--- src/rtl/ppu_pkg.sv ---
// Shared types, register indexes and lookup functions for the packed pixel unpacker.
`default_nettype none

package ppu_pkg;

    localparam logic [2:0] REG_UNIT_SIZE   = 3'd0;
    localparam logic [2:0] REG_ORDER_FLAGS = 3'd1;
    localparam logic [2:0] REG_PIXEL_BITS  = 3'd2;
    localparam logic [2:0] REG_LINE_PIXELS = 3'd3;
    localparam logic [2:0] REG_PAD_PIXELS  = 3'd4;
    localparam logic [2:0] REG_COLOR_MODE  = 3'd5;
    localparam logic [2:0] REG_COLOR_MASKS = 3'd6;

    localparam int CFG_DATA_W = 48;

    typedef struct packed {
        logic [1:0]  unit_size;
        logic [1:0]  order_flags;
        logic [5:0]  pixel_bits;
        logic [15:0] line_pixels;
        logic [15:0] pad_pixels;
        logic        color_mode;
        logic [47:0] color_masks;
    } ppu_cfg_t;

    typedef struct packed {
        logic        valid;
        logic [31:0] word;
    } ppu_unit_t;

    function automatic logic [5:0] unit_bits(input logic [1:0] unit_size);
        logic [5:0] bits;
        case (unit_size)
            2'd0:    bits = 6'd8;
            2'd1:    bits = 6'd16;
            default: bits = 6'd32;
        endcase
        return bits;
    endfunction

    // floor(32 / bpp); zero for bpp of zero or above 32
    function automatic logic [5:0] pixels_per_word(input logic [5:0] bpp);
        logic [5:0] n;
        if (bpp == 6'd0)       n = 6'd0;
        else if (bpp == 6'd1)  n = 6'd32;
        else if (bpp == 6'd2)  n = 6'd16;
        else if (bpp == 6'd3)  n = 6'd10;
        else if (bpp == 6'd4)  n = 6'd8;
        else if (bpp == 6'd5)  n = 6'd6;
        else if (bpp == 6'd6)  n = 6'd5;
        else if (bpp <= 6'd8)  n = 6'd4;
        else if (bpp <= 6'd10) n = 6'd3;
        else if (bpp <= 6'd16) n = 6'd2;
        else if (bpp <= 6'd32) n = 6'd1;
        else                   n = 6'd0;
        return n;
    endfunction

endpackage

`default_nettype wire

--- src/rtl/ppu_cfg.sv ---
// Configuration register file of the packed pixel unpacker.
`default_nettype none

module ppu_cfg
    import ppu_pkg::*;
#(
    parameter int COLUMN_BITS = 16
)
(
    input  logic                  clk,
    input  logic                  rst_n,
    input  logic                  cfg_write,
    input  logic [2:0]            cfg_index,
    input  logic [CFG_DATA_W-1:0] cfg_data,
    output ppu_cfg_t              cfg
);

    localparam logic [15:0] LINE_MASK = (COLUMN_BITS >= 16) ? 16'hffff :
                                        16'((32'd1 << COLUMN_BITS) - 32'd1);

    ppu_cfg_t cfg_reg;
    ppu_cfg_t cfg_next;

    always_comb
    begin
        cfg_next = cfg_reg;
        if (cfg_write)
        begin
            case (cfg_index)
                REG_UNIT_SIZE:   cfg_next.unit_size   = cfg_data[1:0];
                REG_ORDER_FLAGS: cfg_next.order_flags = cfg_data[1:0];
                REG_PIXEL_BITS:  cfg_next.pixel_bits  = cfg_data[5:0];
                REG_LINE_PIXELS: cfg_next.line_pixels = cfg_data[15:0] & LINE_MASK;
                REG_PAD_PIXELS:  cfg_next.pad_pixels  = cfg_data[15:0] & LINE_MASK;
                REG_COLOR_MODE:  cfg_next.color_mode  = cfg_data[0];
                REG_COLOR_MASKS: cfg_next.color_masks = cfg_data[47:0];
                default:         cfg_next = cfg_reg;
            endcase
        end
    end

    always_ff @(posedge clk or negedge rst_n)
    begin
        if (!rst_n)
        begin
            cfg_reg.unit_size   <= 2'd0;
            cfg_reg.order_flags <= 2'd3;
            cfg_reg.pixel_bits  <= 6'd8;
            cfg_reg.line_pixels <= 16'd640;
            cfg_reg.pad_pixels  <= 16'd0;
            cfg_reg.color_mode  <= 1'b0;
            cfg_reg.color_masks <= 48'd0;
        end
        else
        begin
            cfg_reg <= cfg_next;
        end
    end

    assign cfg = cfg_reg;

endmodule

`default_nettype wire

--- src/rtl/ppu_collect.sv ---
// Byte collector: gathers raw bytes into one bitmap unit in either byte order.
`default_nettype none

module ppu_collect
    import ppu_pkg::*;
(
    input  logic      clk,
    input  logic      rst_n,
    input  ppu_cfg_t  cfg,
    input  logic [7:0] data_byte,
    input  logic      in_valid,
    output logic      in_ready,
    input  logic      load_ok,
    output ppu_unit_t unit
);

    logic [31:0] word_reg;
    logic [31:0] word_next;
    logic [1:0]  count_reg;
    logic [1:0]  count_next;
    logic [2:0]  nbytes;
    logic        last_byte;
    logic        accept;
    logic [31:0] base;
    logic [31:0] assembled;

    always_comb
    begin
        case (cfg.unit_size)
            2'd0:    nbytes = 3'd1;
            2'd1:    nbytes = 3'd2;
            default: nbytes = 3'd4;
        endcase
    end

    assign last_byte = ({1'b0, count_reg} + 3'd1) >= nbytes;
    assign in_ready  = !last_byte || load_ok;
    assign accept    = in_valid && in_ready;
    assign base      = (count_reg == 2'd0) ? 32'd0 : word_reg;

    always_comb
    begin
        if (cfg.order_flags[0])
            assembled = {base[23:0], data_byte};
        else
            assembled = base | ({24'd0, data_byte} << {count_reg, 3'b000});
    end

    always_comb
    begin
        word_next  = word_reg;
        count_next = count_reg;
        if (accept)
        begin
            word_next  = assembled;
            count_next = last_byte ? 2'd0 : count_reg + 2'd1;
        end
    end

    always_ff @(posedge clk or negedge rst_n)
    begin
        if (!rst_n)
        begin
            word_reg  <= 32'd0;
            count_reg <= 2'd0;
        end
        else
        begin
            word_reg  <= word_next;
            count_reg <= count_next;
        end
    end

    always_comb
    begin
        unit.valid = accept && last_byte;
        case (cfg.unit_size)
            2'd0:    unit.word = {24'd0, assembled[7:0]};
            2'd1:    unit.word = {16'd0, assembled[15:0]};
            default: unit.word = assembled;
        endcase
    end

endmodule

`default_nettype wire

--- src/rtl/ppu_emit.sv ---
// Pixel emitter: walks a held unit one pixel per cycle unless output stalls, tracks the line column, drives results.
`default_nettype none

module ppu_emit
    import ppu_pkg::*;
#(
    parameter int COLUMN_BITS = 16
)
(
    input  logic        clk,
    input  logic        rst_n,
    input  ppu_cfg_t    cfg,
    input  ppu_unit_t   unit,
    output logic        load_ok,
    output logic        out_valid,
    input  logic        out_ready,
    output logic [31:0] pixel_value,
    output logic [7:0]  red,
    output logic [7:0]  green,
    output logic [7:0]  blue,
    output logic        line_end,
    output logic        run_last,
    output logic        bad_format
);

    localparam int CW = COLUMN_BITS + 1;
    localparam int XW = (COLUMN_BITS + 2 > 18) ? COLUMN_BITS + 2 : 18;

    logic          busy_reg, busy_next;
    logic          bad_reg, bad_next;
    logic [31:0]   word_reg, word_next;
    logic [5:0]    pos_reg, pos_next;
    logic [4:0]    rem_reg, rem_next;
    logic [CW-1:0] column_reg, column_next;

    logic          out_valid_reg, out_valid_next;
    logic [31:0]   pixel_reg, pixel_next;
    logic [7:0]    red_reg, red_next;
    logic [7:0]    green_reg, green_next;
    logic [7:0]    blue_reg, blue_next;
    logic          line_end_reg, line_end_next;
    logic          run_last_reg, run_last_next;
    logic          bad_format_reg, bad_format_next;

    logic [5:0]    ubits;
    logic [5:0]    bpp;
    logic          ld_bad;
    logic [5:0]    ld_count;
    logic [5:0]    sh;
    logic [31:0]   pmask;
    logic [31:0]   pix;
    logic [31:0]   mred, mgreen, mblue;
    logic [XW-1:0] col_x, col1_x, line_x, total_x, rem_x;
    logic          visible;
    logic          more_visible;
    logic          out_free;
    logic          emit_now;
    logic          step;
    logic          fire;

    assign ubits = unit_bits(cfg.unit_size);
    assign bpp   = cfg.pixel_bits;

    assign ld_bad = (bpp == 6'd0) || (bpp > ubits) ||
                    (cfg.color_mode && bpp != 6'd16 && bpp != 6'd24 && bpp != 6'd32);

    always_comb
    begin
        case (cfg.unit_size)
            2'd0:    ld_count = pixels_per_word(bpp) >> 2;
            2'd1:    ld_count = pixels_per_word(bpp) >> 1;
            default: ld_count = pixels_per_word(bpp);
        endcase
    end

    assign sh    = cfg.order_flags[1] ? (ubits - bpp - pos_reg) : pos_reg;
    assign pmask = (bpp >= 6'd32) ? 32'hffff_ffff : ((32'd1 << bpp) - 32'd1);
    assign pix   = (word_reg >> sh) & pmask;
    assign mred   = pix & {16'd0, cfg.color_masks[15:0]};
    assign mgreen = (pix & {16'd0, cfg.color_masks[31:16]}) >> 5;
    assign mblue  = (pix & {16'd0, cfg.color_masks[47:32]}) >> 10;

    assign col_x   = XW'(column_reg);
    assign col1_x  = col_x + XW'(1);
    assign line_x  = XW'(cfg.line_pixels);
    assign total_x = XW'(cfg.line_pixels) + XW'(cfg.pad_pixels);
    assign rem_x   = XW'(rem_reg);

    assign visible = col_x < line_x;
    // another pixel of this unit lands in the visible part of a line
    assign more_visible = (rem_reg != 5'd0) && (cfg.line_pixels != 16'd0) &&
                          ((col1_x < line_x) || (col1_x >= total_x) ||
                           ((total_x - col_x) <= rem_x));

    assign out_free = !out_valid_reg || out_ready;
    assign emit_now = bad_reg || visible;
    assign step     = busy_reg && (!emit_now || out_free);
    assign fire     = step && emit_now;
    assign load_ok  = !busy_reg || (step && rem_reg == 5'd0);

    always_comb
    begin
        busy_next   = busy_reg;
        bad_next    = bad_reg;
        word_next   = word_reg;
        pos_next    = pos_reg;
        rem_next    = rem_reg;
        column_next = column_reg;

        if (step)
        begin
            if (rem_reg == 5'd0)
                busy_next = 1'b0;
            rem_next = rem_reg - 5'd1;
            pos_next = pos_reg + bpp;
            if (!bad_reg)
                column_next = (col1_x >= total_x) ? '0 : CW'(col1_x);
        end

        if (unit.valid)
        begin
            busy_next = 1'b1;
            bad_next  = ld_bad;
            word_next = unit.word;
            pos_next  = 6'd0;
            rem_next  = ld_bad ? 5'd0 : 5'(ld_count - 6'd1);
        end
    end

    always_comb
    begin
        out_valid_next  = out_valid_reg && !out_ready;
        pixel_next      = pixel_reg;
        red_next        = red_reg;
        green_next      = green_reg;
        blue_next       = blue_reg;
        line_end_next   = line_end_reg;
        run_last_next   = run_last_reg;
        bad_format_next = bad_format_reg;

        if (fire)
        begin
            out_valid_next = 1'b1;
            if (bad_reg)
            begin
                pixel_next      = 32'd0;
                red_next        = 8'd0;
                green_next      = 8'd0;
                blue_next       = 8'd0;
                line_end_next   = 1'b0;
                run_last_next   = 1'b1;
                bad_format_next = 1'b1;
            end
            else
            begin
                pixel_next      = pix;
                red_next        = 8'd0;
                green_next      = 8'd0;
                blue_next       = 8'd0;
                if (cfg.color_mode)
                begin
                    if (bpp == 6'd16)
                    begin
                        red_next   = mred[7:0];
                        green_next = mgreen[7:0];
                        blue_next  = mblue[7:0];
                    end
                    else
                    begin
                        red_next   = pix[7:0];
                        green_next = pix[15:8];
                        blue_next  = pix[23:16];
                    end
                end
                line_end_next   = col1_x == line_x;
                run_last_next   = !more_visible;
                bad_format_next = 1'b0;
            end
        end
    end

    always_ff @(posedge clk or negedge rst_n)
    begin
        if (!rst_n)
        begin
            busy_reg      <= 1'b0;
            bad_reg       <= 1'b0;
            rem_reg       <= 5'd0;
            pos_reg       <= 6'd0;
            column_reg    <= '0;
            out_valid_reg <= 1'b0;
        end
        else
        begin
            busy_reg      <= busy_next;
            bad_reg       <= bad_next;
            rem_reg       <= rem_next;
            pos_reg       <= pos_next;
            column_reg    <= column_next;
            out_valid_reg <= out_valid_next;
        end
    end

    always_ff @(posedge clk)
    begin
        word_reg       <= word_next;
        pixel_reg      <= pixel_next;
        red_reg        <= red_next;
        green_reg      <= green_next;
        blue_reg       <= blue_next;
        line_end_reg   <= line_end_next;
        run_last_reg   <= run_last_next;
        bad_format_reg <= bad_format_next;
    end

    assign out_valid   = out_valid_reg;
    assign pixel_value = pixel_reg;
    assign red         = red_reg;
    assign green       = green_reg;
    assign blue        = blue_reg;
    assign line_end    = line_end_reg;
    assign run_last    = run_last_reg;
    assign bad_format  = bad_format_reg;

    a_bad_is_last: assert property (@(posedge clk) disable iff (!rst_n)
        out_valid_reg && bad_format_reg |-> run_last_reg)
        else $error("error result without run_last");

    a_bad_single: assert property (@(posedge clk) disable iff (!rst_n)
        busy_reg && bad_reg |-> rem_reg == 5'd0)
        else $error("bad unit holds more than one step");

    a_column_idle: assert property (@(posedge clk) disable iff (!rst_n)
        !busy_reg |=> $stable(column_reg))
        else $error("column moved while no unit held");

    a_unit_taken: assert property (@(posedge clk) disable iff (!rst_n)
        unit.valid |-> load_ok)
        else $error("unit handed over while emitter full");

endmodule

`default_nettype wire

--- src/rtl/packed_pixel_unpacker.sv ---
// Top level of the packed pixel unpacker.
// Takes one raw image byte per transaction and returns one transaction per visible
// pixel, or a single error transaction per unit of bad format. Bytes are taken one
// per cycle while a bitmap unit is being collected; the completed unit moves into
// the emitter, which steps through its pixels one per cycle unless stalled, pad
// pixels included, but drives out only the visible ones. The byte that completes a
// unit waits only while the emitter is still on the previous unit.
// A visible pixel is produced only when the result register is empty or being taken,
// so output back-pressure stalls the emitter and, through it, the byte that completes
// the next unit; with out_ready held high the output never stalls the emitter.
`default_nettype none

module packed_pixel_unpacker
    import ppu_pkg::*;
#(
    parameter int COLUMN_BITS = 16
)
(
    input  logic                  clk,
    input  logic                  rst_n,
    input  logic                  cfg_write,
    input  logic [2:0]            cfg_index,
    input  logic [CFG_DATA_W-1:0] cfg_data,
    input  logic                  in_valid,
    output logic                  in_ready,
    input  logic [7:0]            data_byte,
    output logic                  out_valid,
    input  logic                  out_ready,
    output logic [31:0]           pixel_value,
    output logic [7:0]            red,
    output logic [7:0]            green,
    output logic [7:0]            blue,
    output logic                  line_end,
    output logic                  run_last,
    output logic                  bad_format
);

    ppu_cfg_t  cfg;
    ppu_unit_t unit;
    logic      load_ok;

    ppu_cfg #(
        .COLUMN_BITS(COLUMN_BITS)
    ) u_cfg (
        .clk       (clk),
        .rst_n     (rst_n),
        .cfg_write (cfg_write),
        .cfg_index (cfg_index),
        .cfg_data  (cfg_data),
        .cfg       (cfg)
    );

    ppu_collect u_collect (
        .clk       (clk),
        .rst_n     (rst_n),
        .cfg       (cfg),
        .data_byte (data_byte),
        .in_valid  (in_valid),
        .in_ready  (in_ready),
        .load_ok   (load_ok),
        .unit      (unit)
    );

    ppu_emit #(
        .COLUMN_BITS(COLUMN_BITS)
    ) u_emit (
        .clk         (clk),
        .rst_n       (rst_n),
        .cfg         (cfg),
        .unit        (unit),
        .load_ok     (load_ok),
        .out_valid   (out_valid),
        .out_ready   (out_ready),
        .pixel_value (pixel_value),
        .red         (red),
        .green       (green),
        .blue        (blue),
        .line_end    (line_end),
        .run_last    (run_last),
        .bad_format  (bad_format)
    );

endmodule

`default_nettype wire
--- config.mk ---
export PLATFORM = sky130hd
export DESIGN_NAME = packed_pixel_unpacker
export DESIGN_NICKNAME = d
export VERILOG_FILES = /design/src/rtl/ppu_pkg.sv /design/src/rtl/ppu_cfg.sv /design/src/rtl/ppu_collect.sv /design/src/rtl/ppu_emit.sv /design/src/rtl/packed_pixel_unpacker.sv
export SDC_FILE = /design/constraint.sdc
export NUM_CORES = 1
export LEC_CHECK = 0
export ABC_AREA = 1
export BUFFER_PORTS_ARGS = -buffer_cell sky130_fd_sc_hd__clkbuf_2
export CAP_MARGIN = 20
export CORE_ASPECT_RATIO = 0.9
export CORE_MARGIN = 2
export CORE_UTILIZATION = 40
export CTS_CLUSTER_SIZE = 24
export DETAILED_ROUTE_END_ITERATION = 10
export GPL_ROUTABILITY_DRIVEN = 0
export GPL_TIMING_DRIVEN = 0
export PLACE_DENSITY_LB_ADDON = 0.05
export SYNTH_ARGS = -nofsm -noshare
export SYNTH_HDL_FRONTEND = slang
export SYNTH_HIERARCHICAL = 1
export SYNTH_SLANG_ARGS = --single-unit
--- constraint.sdc ---
create_clock -name clk -period 3.4 [get_ports clk]
set_clock_uncertainty 0.05 [all_clocks]
set_input_delay 0.17 -clock clk [delete_from_list [all_inputs] [get_ports clk]]
set_output_delay 0.17 -clock clk [all_outputs]
set_load 0.03 [all_outputs]
## After elaboration in Yosys (flattened, before gate mapping)

Cells that the tools add are included.

- Muxes and demuxes: 34
- Bitwise logic cells: 7
- Reduce and logical (&&, ||, !) cells: 45
- Order comparisons: 11
- $add $sub $neg: 11
- Eq/ne operators: 18
- Shifts and indexed selects: 3

Operators by type and width:

| kind | number |
|---|---|
| $mux 32 | 3 |
| $mux 6 | 13 |
| $pmux 32 s2 | 1 |
| $and 32x32->32 | 1 |
| $or 32x32->32 | 1 |
| $shl 1x6->32 const A | 1 |
| $shl 8x5->32 | 1 |
| $shr 32x6->32 | 1 |
| $sub 32x1->32 const B | 1 |
| $mux 8 | 3 |
| $add 17x1->18 const B | 1 |
| $and 18x16->18 | 1 |
| $eq 18x16->1 | 1 |
| $eq 6x3->1 const B | 3 |
| $ge 18x18->1 | 1 |
| $le 18x5->1 | 1 |
| $lt 18x16->1 | 1 |
| $reduce_and 2->1 | 9 |
| $sub 18x17->18 | 1 |
| $add 16x16->17 | 1 |
| $lt 17x16->1 | 1 |
| $mux 17 | 1 |
| $reduce_bool 16->1 | 1 |
| $mux 5 | 3 |
| other kinds (38) | 77 |

- Input port bits: 64
- Register bits: 247

## Logic depth before layout (Yosys ltp)

Gate-level depths: netlist (run 1).

- Depth after elaboration: 16
- Mapped depth: 24
- Depth with buffers taken out: 24

## Cells and area by module

Netlist (run 1), hierarchy kept.

Modules (own cells, without submodules):

| module | times used | cells each | area an instance (um^2) | sequential area each (um^2) |
|---|---|---|---|---|
| ppu_emit | 1 | 1,693 | 11,763.8 | 3,508.4 |
| ppu_cfg | 1 | 405 | 3,543.4 | 2,283.4 |
| ppu_collect | 1 | 433 | 2,703.8 | 850.8 |

## Worst setup path after synthesis (run 1)

Ideal clock, no wire load.

- Path kind: flip-flop to flip-flop
- Start point: register u_cfg.cfg_reg, in the netlist u_cfg/cfg[65]
- End point: register u_emit.run_last_reg (netlist: u_emit/run_last), data pin
- Period minus slack after synthesis: 3.477 ns
- Data required time: 3.094 ns
- Setup slack: -0.077 ns
- Cell stages (with the launch flop): 24
- Arrival time: 3.171 ns
- Setup time: 0.256 ns
- Cell sequence: dfrtp_1 -> ha_1 -> inv_1 -> fa_1 -> o21ai_0 -> nand2_1 -> nand2_1 -> a21oi_1 -> o21ai_0 -> xor2_1 -> ha_1 -> nand2_1 -> inv_1 -> nand2_1 -> nor3_1 -> nand2_1 -> nand2_1 -> nand2_1 -> nand2_1 -> nand3_1 -> nor2_1 -> nand3_1 -> nand2_1 -> nand2_1

- Longest elaborated chain between the ends: 6

Ends and longest elaborated chain:

| element | RTL line | source |
|---|---|---|
| from (decl) | ppu_cfg.sv:21 | `ppu_cfg_t cfg_reg;` |
| from (signal assigned) | ppu_cfg.sv:56 | `cfg_reg <= cfg_next;` |
| $add 16x16->17 | ppu_emit.sv:86 | `assign total_x = XW'(cfg.line_pixels) + XW'(cfg.pad_pixels);` |
| $sub 18x17->18 / $ge 18x18->1 (equally long branches) | ppu_emit.sv:93, ppu_emit.sv:92 |  |
| $le 18x5->1 / $logic_or 1x1->1 (equally long branches) | ppu_emit.sv:93, ppu_emit.sv:92 |  |
| $logic_or 1x1->1 | ppu_emit.sv:92 | `((col1_x < line_x) \|\| (col1_x >= total_x) \|\|` |
| $logic_and 1x1->1 (*) | ppu_emit.sv:91 | `assign more_visible = (rem_reg != 5'd0) && (cfg.line_pixels != 16'd0) &&` |
| $logic_not 1->1 (*) | ppu_emit.sv:176 | `run_last_next = !more_visible;` |
| to (signal assigned) | ppu_emit.sv:212 | `run_last_reg <= run_last_next;` |
| to (decl) | ppu_emit.sv:42 | `logic run_last_reg, run_last_next;` |

Mark *: on every way between the ends. The rest lies on a longest branch, timed or not.
A chain may end at the register's enable or synchronous reset.

## Worst setup path in the final report (run 1)

- Start point: register u_cfg.cfg_reg, in the netlist u_cfg/cfg[76]
- End point: register u_emit.run_last_reg (netlist: u_emit/run_last), data pin

Same word-level chain as after synthesis.

==> impl_metrics.json, run 1 <==
{
  "area_delta_synth_final_pct": 24.2,
  "cp-start-kind": "register",
  "final_core_util_pct": 50.5,
  "grt_pass1_wl_um": 89100,
  "postRouteAntennaNets": 0,
  "drc": 10,
  "layout-drive-gt1-share_pct": 19.0,
  "track_usage_pct": 25.5,
  "critPathKind": "register to register",
  "relSlewSlack_pct": 37.9,
  "hold_ws_ns": 0.0116,
  "antenna_found_initial": 0,
  "htree_num_levels": 1,
  "power_density_mw_per_mm2": 981,
  "largest_reg_flops": 65,
  "period_share_pct": 108,
  "worst-r2r-setup-slack_ns": -0.28,
  "diodes": 0,
  "clk-insertion-delay-late_ns": 0.58,
  "drv_slew": 0,
  "fmax_mhz": 272,
  "wl_um": 57400,
  "cts_root_buf": "clkbuf_16",
  "start_util_pct": 40.7,
  "tightest_slew_ns": 0.932,
  "finalHoldViolCount": 0,
  "path_max_fanout": 5,
  "io_pins": 125,
  "end_kind": "register",
  "io_buffers": 105,
  "rsz0062_at_grt": "yes",
  "fin_crit_ns": 3.68,
  "power_mw": 20.8,
  "numCtsBuffers": 27,
  "die_area_mm2": 0.0443,
  "grt_pass1_vias": 15819,
  "wl_per_cell_um": 17.8,
  "die_h_um": 200,
  "design_area_mm2": 0.0212,
  "via_count": 16986,
  "cp.required_ns": 3.64,
  "instances_no_fill": 3227,
  "leakage_nw": 10.5,
  "syn_avg_cell_area_um2": 7.03,
  "vdd_drop_max_mv": 0.464,
  "status": "finished with violations",
  "synth_fp_nets": 2611,
  "syn-cell-area_mm2": 0.0171,
  "syn_inst": 2427,
  "hold_path_class": "input port to async pin",
  "placedInstanceArea_mm2": 0.0184,
  "die_x_um": 222,
  "tns_ns": -2.19,
  "path_clk_slew_ns": 0.06,
  "drt-pass1-iter-count": 8,
  "dr.first_iter.drc_count": 1349,
  "finalNetCount": 2843,
  "viasPerCell": 5.26,
  "clk_path_buf_depth": 3,
  "yosys_warnings": 6,
  "grt.overflow.total": 0,
  "cts_tree": "built",
  "cap_violations": 0,
  "fin_ws_ns": -0.278,
  "hpwl_um": 44000,
  "grt_max_degree": 103,
  "dp_slack_ns": -0.917,
  "violations": "design-rule violations, negative setup slack",
  "crit_arrival_ns": 3.92,
  "cts_sinks": 221,
  "setup_viol": 17,
  "placed_cells": 3082,
  "fp-row-count": 71,
  "core_area_mm2": 0.0419
}
-- cell usage in the layout, fill, tap and decap left out, types with 7 or more instances in the layout --
cell	instances
nand4_1	40
dlygate4sd3_1	44
ha_4	20
o21ai_2	8
nor4_1	10
o21ai_0	95
inv_2	11
nand2_1	801
o21ai_1	22
nand2_4	11
inv_1	207
edfxtp_1	91
nand2_2	25
dfrtp_1	116
a21oi_1	78
a21oi_2	18
nor2_4	7
clkbuf_2	106
xnor2_1	8
or2_2	7
dfrtp_2	9
buf_6	22
buf_2	25
buf_4	83
nor3_1	24
nor2_1	217
nor2_2	19
nand3_1	213
xor2_1	22
clkbuf_1	13
o211ai_1	25
clkbuf_4	8
nand3b_1	10
ha_1	91
clkbuf_16	28
nand3_2	16
-- final timing paths --
path                                      from               endpoint  depth (start not counted)
worst min register to register  u_emit/bad_reg      u_emit/bad_format                          0
worst max-delay path             u_cfg/cfg[76]        u_emit/run_last                         15
max in group asynchronous                rst_n  u_emit/column_reg[13]                          3
worst max register to register   u_cfg/cfg[76]        u_emit/run_last                         15
worst min-delay path                     rst_n          u_cfg/cfg[46]                          2
min in group clk                  data_byte[7]  u_collect/word_reg[7]                          5
-- report_power, final --
group	switching [mW]	internal (mW)	leakage, nW
clock network	1.25	1.77	0.448
registers	0.568	3.74	2.54
logic	8.81	4.67	7.47
-- per-layer routing --
metal  track usage [%]  wire length (um)  vias to the layer above
li1                  -                 -                     8408
met1              38.7             27900                     7921
met2              37.8             23900                      576
met3              4.05              4310                       81
met4              5.58              1230                        0
met5                 0                 0                        -
-- cell type report --
| type | count | area, um^2 |
|---|---|---|
| flip-flops and latches | 221 | 6000 |
| repair buffers | 203 | 1440 |
| well taps | 547 | 684 |
| inverters | 229 | 893 |
| clock buffers | 32 | 726 |
| repair inverters | 1 | 7.51 |
| fillers | 4183 | 20700 |
| plain buffers | 103 | 741 |
| clock inverters | 18 | 198 |
| multi-input cells | 1873 | 10500 |
-- timing repair --
action / in CTS / in global routing
endpoints found under the hold margin: 201 / 0
gates cloned: 0 / 1
gates resized for setup: 146 / 122
setup buffers: 31 / 20
hold buffers: 44 / 0
setup endpoints to repair: 121 / 133
pin swaps: 39 / 63
-- worst max-delay path: stages, from the launching register on --
cell	delay (ns)
dfrtp_1	0.44
ha_4	0.29
a21oi_1	0.31
o21ai_0	0.15
a21bo_2	0.21
a31oi_1	0.45
inv_1	0.10
ha_1	0.41
nand2_1	0.13
nor3_2	0.21
and3_1	0.18
a21oi_1	0.06
a21oi_1	0.16
nand3_2	0.11
nand2_1	0.07
nand2_1	0.06
(Power assumes the default switching activity.)
==> run 2: changes to the inputs <==
--- a/config.mk
+++ b/config.mk
@@ -18,5 +18,4 @@
 export PLACE_DENSITY_LB_ADDON = 0.05
 export SYNTH_ARGS = -nofsm -noshare
 export SYNTH_HDL_FRONTEND = slang
-export SYNTH_HIERARCHICAL = 1
 export SYNTH_SLANG_ARGS = --single-unit
==> constraint.sdc (replaced) <==
create_clock -name clk -period 4.2 [get_ports clk]
set_clock_uncertainty 0.05 [all_clocks]
set_input_delay 0.21 -clock clk [delete_from_list [all_inputs] [get_ports clk]]
set_output_delay 0.21 -clock clk [all_outputs]
set_load 0.03 [all_outputs]
==> run 2 against run 1 <==
Compared with the run above:
- the flow now finishes without violations
- sequential power decreased by 21%
- power decreased by 29%
- clock power down 26%
- utilization decreased by 3.2 points
- flip-flop and latch count stayed put
- synthesized area decreased by 5.1%
- global-route usage decreased by 1.1 points
- die area is 5.1% lower
- largest cell class unchanged
- largest power group unchanged
==> impl_metrics.json, run 2 <==
{
  "synthTopCellsByCount": "nand2_1, inv_1, nor2_1, o21ai_0, dfrtp_1",
  "grt_max_degree": 80,
  "clk_path_buf_depth": 3,
  "dp_slack_ns": -0.250,
  "syn_avg_cell_area_um2": 7.45,
  "crit_arrival_ns": 4.20,
  "finalHoldViolCount": 0,
  "fin_ws_ns": 0.258,
  "yosys.cell_count.top_type": "nand2_1",
  "io_pins": 125,
  "setup_viol": 0,
  "track_usage_pct": 24.3,
  "fmax_mhz": 254,
  "synthMuxAreaShare_pct": 0.881,
  "fp-row-count": 69,
  "yosysTopAreaCell": "dfrtp_1",
  "synth_fp_nets": 2356,
  "ys_seq_area_share_pct": 37.0,
  "power_density_mw_per_mm2": 782,
  "tightest_slew_ns": 0.907,
  "tns_ns": 0,
  "synth_cell_type_count": 66,
  "cap_violations": 0,
  "htree_num_levels": 1,
  "hold_path_class": "input port to register",
  "gr-max-usage-layer": "met2",
  "fin_crit_ns": 3.94,
  "cp_slowest_cell": "fa_1",
  "relSlewSlack_pct": 39.5,
  "rsz0062_at_grt": "yes",
  "cp-start-kind": "register",
  "synth_top_family_by_area": "simple AND/OR/NAND/NOR gates",
  "layout-drive-gt1-share_pct": 13.3,
  "finalNetCount": 2537,
  "synth-simple-area-share_pct": 26.3,
  "layout_common_cells": "nand2_1, inv_1, nor2_1, o21ai_0, dfrtp_1",
  "synth-main-ff-cell": "dfrtp_1",
  "period_share_pct": 93.8,
  "crit_path_max_incr_delay_ns": 0.44,
  "grt_pass1_vias": 14277,
  "synth-compound-area-share_pct": 14.6,
  "cts_tree": "built",
  "area_delta_synth_final_pct": 16.2,
  "use_met2_pct": 39.1,
  "ys_top_cells_by_area": "dfrtp_1, edfxtp_1, nand2_1",
  "holdPathStages": 3,
  "grt_use_met3_pct": 3.27,
  "use_met1_pct": 34.4,
  "cts_sinks": 221,
  "status": "completed",
  "synthXorXnorAreaFrac_pct": 2.53,
  "die_area_mm2": 0.0421,
  "grt.overflow.total": 0,
  "synth_edf_count": 91,
  "drt-pass1-iter-count": 6,
  "yosys_warnings": 0,
  "syn-cell-area_mm2": 0.0162,
  "path_clk_slew_ns": 0.06,
  "path_max_fanout": 12,
  "syn_inst": 2173,
  "numCtsBuffers": 27,
  "die_x_um": 216,
  "end_kind": "register",
  "viasPerCell": 5.17,
  "seqCellArea_mm2": 0.00599,
  "start_util_pct": 40.8,
  "yosys.area_share.adder_pct": 9.52,
  "wl_per_cell_um": 17.7,
  "io_buffers": 106,
  "postRouteAntennaNets": 0,
  "reg2reg_depth": 15,
  "clk-insertion-delay-late_ns": 0.57,
  "cts_root_buf": "clkbuf_16",
  "multi_input_area_mm2": 0.00881,
  "drc": 0,
  "grt_pass1_wl_um": 80700,
  "fill_cells": 4047,
  "crit_family": "simple AND/OR/NAND/NOR gates",
  "crit_chain": "buf_2 -> nor2_1 -> buf_6 -> fa_1 -> ha_1 -> nor2_1 -> nand3b_1 -> o21a_1 -> buf_2 -> buf_1 -> nor2_1 -> a31oi_1 -> nand2_1 -> nand3_1 -> nor2_1",
  "via_count": 15027,
  "antenna_found_initial": 0,
  "drv_slew": 0,
  "cp.required_ns": 4.46,
  "async_reset_ff_share_pct": 58.8,
  "die_h_um": 195,
  "ys_seq_elements": 221,
  "largest_reg_flops": 65,
  "cp.depth": 15,
  "final_common_cell": "nand2_1",
  "path_common_cell": "nor2_1",
  "leakage_nw": 9.10,
  "diodes": 0,
  "dr.first_iter.drc_count": 1041,
  "core_area_mm2": 0.0397,
  "wl_um": 51300,
  "hpwl_um": 40400,
  "crit_buf_inv": 4,
  "critPathKind": "register to register",
  "vdd_drop_max_mv": 0.466,
  "synth_top_area_share_pct": 19.3
}
run 2: what timing repair did:
action | 4_1_cts | 5_1_grt
buffers inserted | 1 | 7
pin swaps | 1 | 5
hold buffers | 35 | 0
gates resized for setup | 2 | 30
endpoints found under the hold margin | 109 | 0
endpoints found under the setup margin | 25 | 46
run 2: final cells by class:
type,instances,share of cell area (%)
Timing Repair Buffer,152,5.45
Multi-Input combinational cell,1586,46.8
Inverter,285,5.72
Sequential cell,221,31.8
Tap cell,532,3.54
Clock inverter,13,0.419
Buffer,81,2.18
Clock buffer,37,4.00
run 2: worst reg2reg max path: stages, from the launching register on:
cell and delay [ns]:
dfrtp_1 0.36, buf_2 0.19, nor2_1 0.25, buf_6 0.23
fa_1 0.44, ha_1 0.35, nor2_1 0.10, nand3b_1 0.11
o21a_1 0.12, buf_2 0.19, buf_1 0.38, nor2_1 0.09
a31oi_1 0.37, nand2_1 0.17, nand3_1 0.24, nor2_1 0.06
run 2: cells by family (layout without fill, tap and decap cells):
logic type,after synthesis,in the layout
flops,221,221
simple gates,988,988
fa+ha+maj,119,119
compound gates,420,420
mux,13,13
xor+xnor,46,46
buf+inv,366,568
run 2: routing by layer:
metal  up-vias  share of wire, %
li1       7544                 -
met1      6983                47
met2       418                45
met3        82               5.2
met4         0               2.7
met5         -                 0
run 2: through the flow:
stage | utilization (%) | cell area [um^2] | power [mW] | hold slack (ns) | instances
2_1_floorplan | - | 16200 | 9.65 | -0.136 | 2173
3_3_place_gp | 43.8 | 17400 | 12.2 | 0.366 | 2811
3_5_place_dp | 44.0 | 17500 | 12.2 | 0.162 | 2814
4_1_cts | 47.0 | 18700 | 14.6 | 0.0153 | 2900
5_1_grt | 47.4 | 18800 | 16.0 | 0.0464 | 2907
6_report | 47.4 | 18800 | 14.7 | 0.0264 | 2907
run 2: path summary, 6_finish.rpt:
path / slack [ns] / from / endpoint
worst min register to register: 0.40 / u_emit.bad_reg / u_emit.bad_format
worst max-delay path: 0.26 / u_cfg.cfg[90] / u_emit.pixel_value[7]
max in group asynchronous: 3.18 / rst_n / u_cfg.cfg[67]
worst max register to register: 0.26 / u_cfg.cfg[90] / u_emit.pixel_value[7]
min in group asynchronous: 0.13 / rst_n / u_collect.word_reg[23]
worst min-delay path: 0.03 / cfg_data[1] / u_cfg.cfg[50]
run 2: report_power, final:
| group | switching [mW] | internal, mW | leakage [nW] | total, mW |
|---|---|---|---|---|
| Combinational | 6.20 | 2.88 | 6.17 | 9.08 |
| Clock | 0.975 | 1.26 | 0.417 | 2.23 |
| Sequential | 0.372 | 3.04 | 2.51 | 3.41 |
==> run 3: changes to the inputs <==
--- a/config.mk
+++ b/config.mk
@@ -5,7 +5,6 @@
 export SDC_FILE = /design/constraint.sdc
 export NUM_CORES = 1
 export LEC_CHECK = 0
-export ABC_AREA = 1
 export BUFFER_PORTS_ARGS = -buffer_cell sky130_fd_sc_hd__clkbuf_2
 export CAP_MARGIN = 20
 export CORE_ASPECT_RATIO = 0.9
==> run 3 against run 2 <==
Compared with the run above:
- the flow now finishes with violations (negative setup slack)
- count of clock-buffer cells in the layout is 9 lower
- final area is 2.2% lower
- maximum frequency is 20% lower
- register-to-register slack worse by 0.99 ns
- final cell count is 22% lower
- combinational power is 17% higher
- sequential power is 5% higher
- clock power is 9% higher
- synthesized cell count is 27% lower
- wire length is 11% lower
- sequential share of layout area is 0.72 points higher
- largest power group unchanged
==> impl_metrics.json, run 3 <==
{
  "synthTopCellsByCount": "nand2_1, dfrtp_1, ha_1, nor2_1, mux2i_1",
  "crit_arrival_ns": 5.18,
  "via_count": 12582,
  "vdd_drop_max_mv": 0.428,
  "syn_inst": 1578,
  "drt-pass1-iter-count": 5,
  "cts_root_buf": "clkbuf_16",
  "leakage_nw": 8.03,
  "rsz0062_at_grt": "yes",
  "clk_path_buf_depth": 3,
  "die_h_um": 190,
  "synth-main-ff-cell": "dfrtp_1",
  "viasPerCell": 5.55,
  "numCtsBuffers": 25,
  "violations": "negative setup slack",
  "postRouteAntennaNets": 0,
  "critPathKind": "register to register",
  "hold_path_class": "input port to register",
  "grt_pass1_wl_um": 71600,
  "fin_ws_ns": -0.731,
  "power_mw": 16.6,
  "core_area_mm2": 0.0375,
  "instances_no_fill": 2267,
  "grt.overflow.total": 0,
  "tightest_slew_ns": 1.14,
  "seqCellArea_mm2": 0.00599,
  "die_x_um": 210,
  "fin_crit_ns": 4.93,
  "fmax_mhz": 203,
  "yosys.cell_count.top_type": "nand2_1",
  "setup_viol": 16,
  "layout-drive-gt1-share_pct": 20.9,
  "htree_num_levels": 1,
  "gr-max-usage-layer": "met1",
  "ys_top_cells_by_area": "dfrtp_1, edfxtp_1, ha_1",
  "cp-start-kind": "register",
  "synth_top_area_share_pct": 20.4,
  "syn_avg_cell_area_um2": 9.70,
  "path_clk_slew_ns": 0.07,
  "antenna_found_initial": 0,
  "fp-row-count": 67,
  "cts_sinks": 221,
  "async_reset_ff_share_pct": 58.8,
  "path_max_fanout": 4,
  "ys_seq_elements": 221,
  "dr.first_iter.drc_count": 959,
  "cp.required_ns": 4.45,
  "status": "finished with violations",
  "grt_max_degree": 104,
  "ys_seq_area_share_pct": 39.1,
  "syn-cell-area_mm2": 0.0153,
  "synth_cell_type_count": 85,
  "end_kind": "register",
  "synth_edf_count": 91,
  "layout_common_cells": "nand2_1, dfrtp_1, clkbuf_2, ha_1, mux2i_1",
  "use_met1_pct": 36.1,
  "tns_ns": -1.23,
  "period_share_pct": 117,
  "multi_input_area_mm2": 0.00906,
  "relSlewSlack_pct": 23.1,
  "final_common_cell": "nand2_1",
  "drc": 0,
  "synth_fp_nets": 1761,
  "io_pins": 125,
  "wl_um": 45800,
  "drv_slew": 0,
  "fill_cells": 3562,
  "placed_cells": 2171,
  "largest_reg_flops": 65,
  "die_area_mm2": 0.0399,
  "start_util_pct": 40.9,
  "hpwl_um": 35000,
  "use_met2_pct": 33.1,
  "finalHoldViolCount": 0,
  "yosysTopAreaCell": "dfrtp_1",
  "diodes": 0,
  "finalNetCount": 1948,
  "wl_per_cell_um": 20.2,
  "io_buffers": 105,
  "yosys_warnings": 0,
  "clk-insertion-delay-late_ns": 0.55,
  "grt_use_met3_pct": 3.22,
  "area_delta_synth_final_pct": 20.2,
  "power_density_mw_per_mm2": 904,
  "cap_violations": 0,
  "grt_pass1_vias": 12271,
  "track_usage_pct": 22.9,
  "cts_tree": "built"
}
[run 3: worst paths after layout]
| kind | startpoint | endpoint | slack [ns] | cells past startpoint |
|---|---|---|---|---|
| setup / recovery | u_cfg.cfg[50] | u_emit.run_last | -0.73 | 20 |
| hold / removal | cfg_data[1] | u_cfg.cfg[90] | 0.03 | 3 |
| setup reg to reg | u_cfg.cfg[50] | u_emit.run_last | -0.73 | 20 |
| hold reg to reg | u_cfg.cfg[25] | u_cfg.cfg[25] | 0.46 | 1 |
| max in group asynchronous | rst_n | u_cfg.cfg[81] | 3.18 | 3 |
| min in group asynchronous | rst_n | u_emit.column_reg[14] | 0.06 | 2 |
[run 3: layout make-up]
class                           instances  area share [%]
Clock inverter                         18            1.35
Tap cell                              483            3.28
Inverter                               89            1.88
Timing Repair Buffer                  164            6.09
Buffer                                 70            2.03
Multi-Input combinational cell       1194            49.2
Clock buffer                           28            3.57
Sequential cell                       221            32.6
[run 3: per-stage QoR]
| step | setup WS (ns) | area (um^2) | hold slack, ns | utilization [%] |
|---|---|---|---|---|
| finish | -0.731 | 18400 | 0.0347 | 49.1 |
| global route | -0.941 | 18400 | 0.0323 | 49.1 |
| CTS | -0.636 | 18000 | 0.0106 | 48.1 |
| detailed placement | -1.21 | 16500 | 0.0761 | 44.1 |
| global placement | -1.24 | 16400 | 0.405 | 43.9 |
| floorplan | -0.0713 | 15300 | -0.136 | - |
[run 3: what timing repair did]
action | CTS | global route
pin swaps | 8 | 39
buffers inserted | 10 | 13
hold buffers | 30 | 0
resized for setup | 53 | 73
endpoints found under the setup margin | 74 | 62
cloned | 1 | 0
endpoints found under the hold margin | 179 | 0
[run 3: where the power goes]
group          total [mW]  leakage [nW]  switching (mW)  internal [mW]
combinational        10.6          5.06            6.62           4.01
sequential           3.59          2.52           0.465           3.13
clock                2.42         0.448           0.932           1.49
[run 3: worst max-delay path: stages, from the launching register on]
cell	delay, ns
dfrtp_1	0.41
ha_4	0.25
a211o_1	0.29
a211oi_2	0.27
o21ai_2	0.14
o41a_1	0.46
nand4_1	0.11
nand4b_1	0.14
a21o_1	0.19
a21o_1	0.17
xor2_1	0.16
ha_1	0.36
nor2b_1	0.07
o21ai_2	0.20
o21ai_1	0.10
a2111oi_1	0.34
nand4_1	0.15
nor3_2	0.20
o311a_1	0.24
o2111ai_2	0.13
o31a_1	0.26
[run 3: routing by layer]
metal  routed length [um]  vias to the layer above
met5                    0                        -
met3                 2410                       65
met2                18600                      377
li1                     -                     6109
met4                  900                        0
met1                23900                     6031
[run 3: cell families (layout without fill, tap and decap cells)]
kind of cell    Yosys count  after routing  share of synthesized area [%]
simple gates            476            476                           14.8
compound gates          354            354                           15.0
flops                   221            221                           39.1
mux                     190            190                           13.5
buf+inv                 163            369                           4.41
fa+ha+maj               119            119                           10.1
xor+xnor                 55             55                           3.15
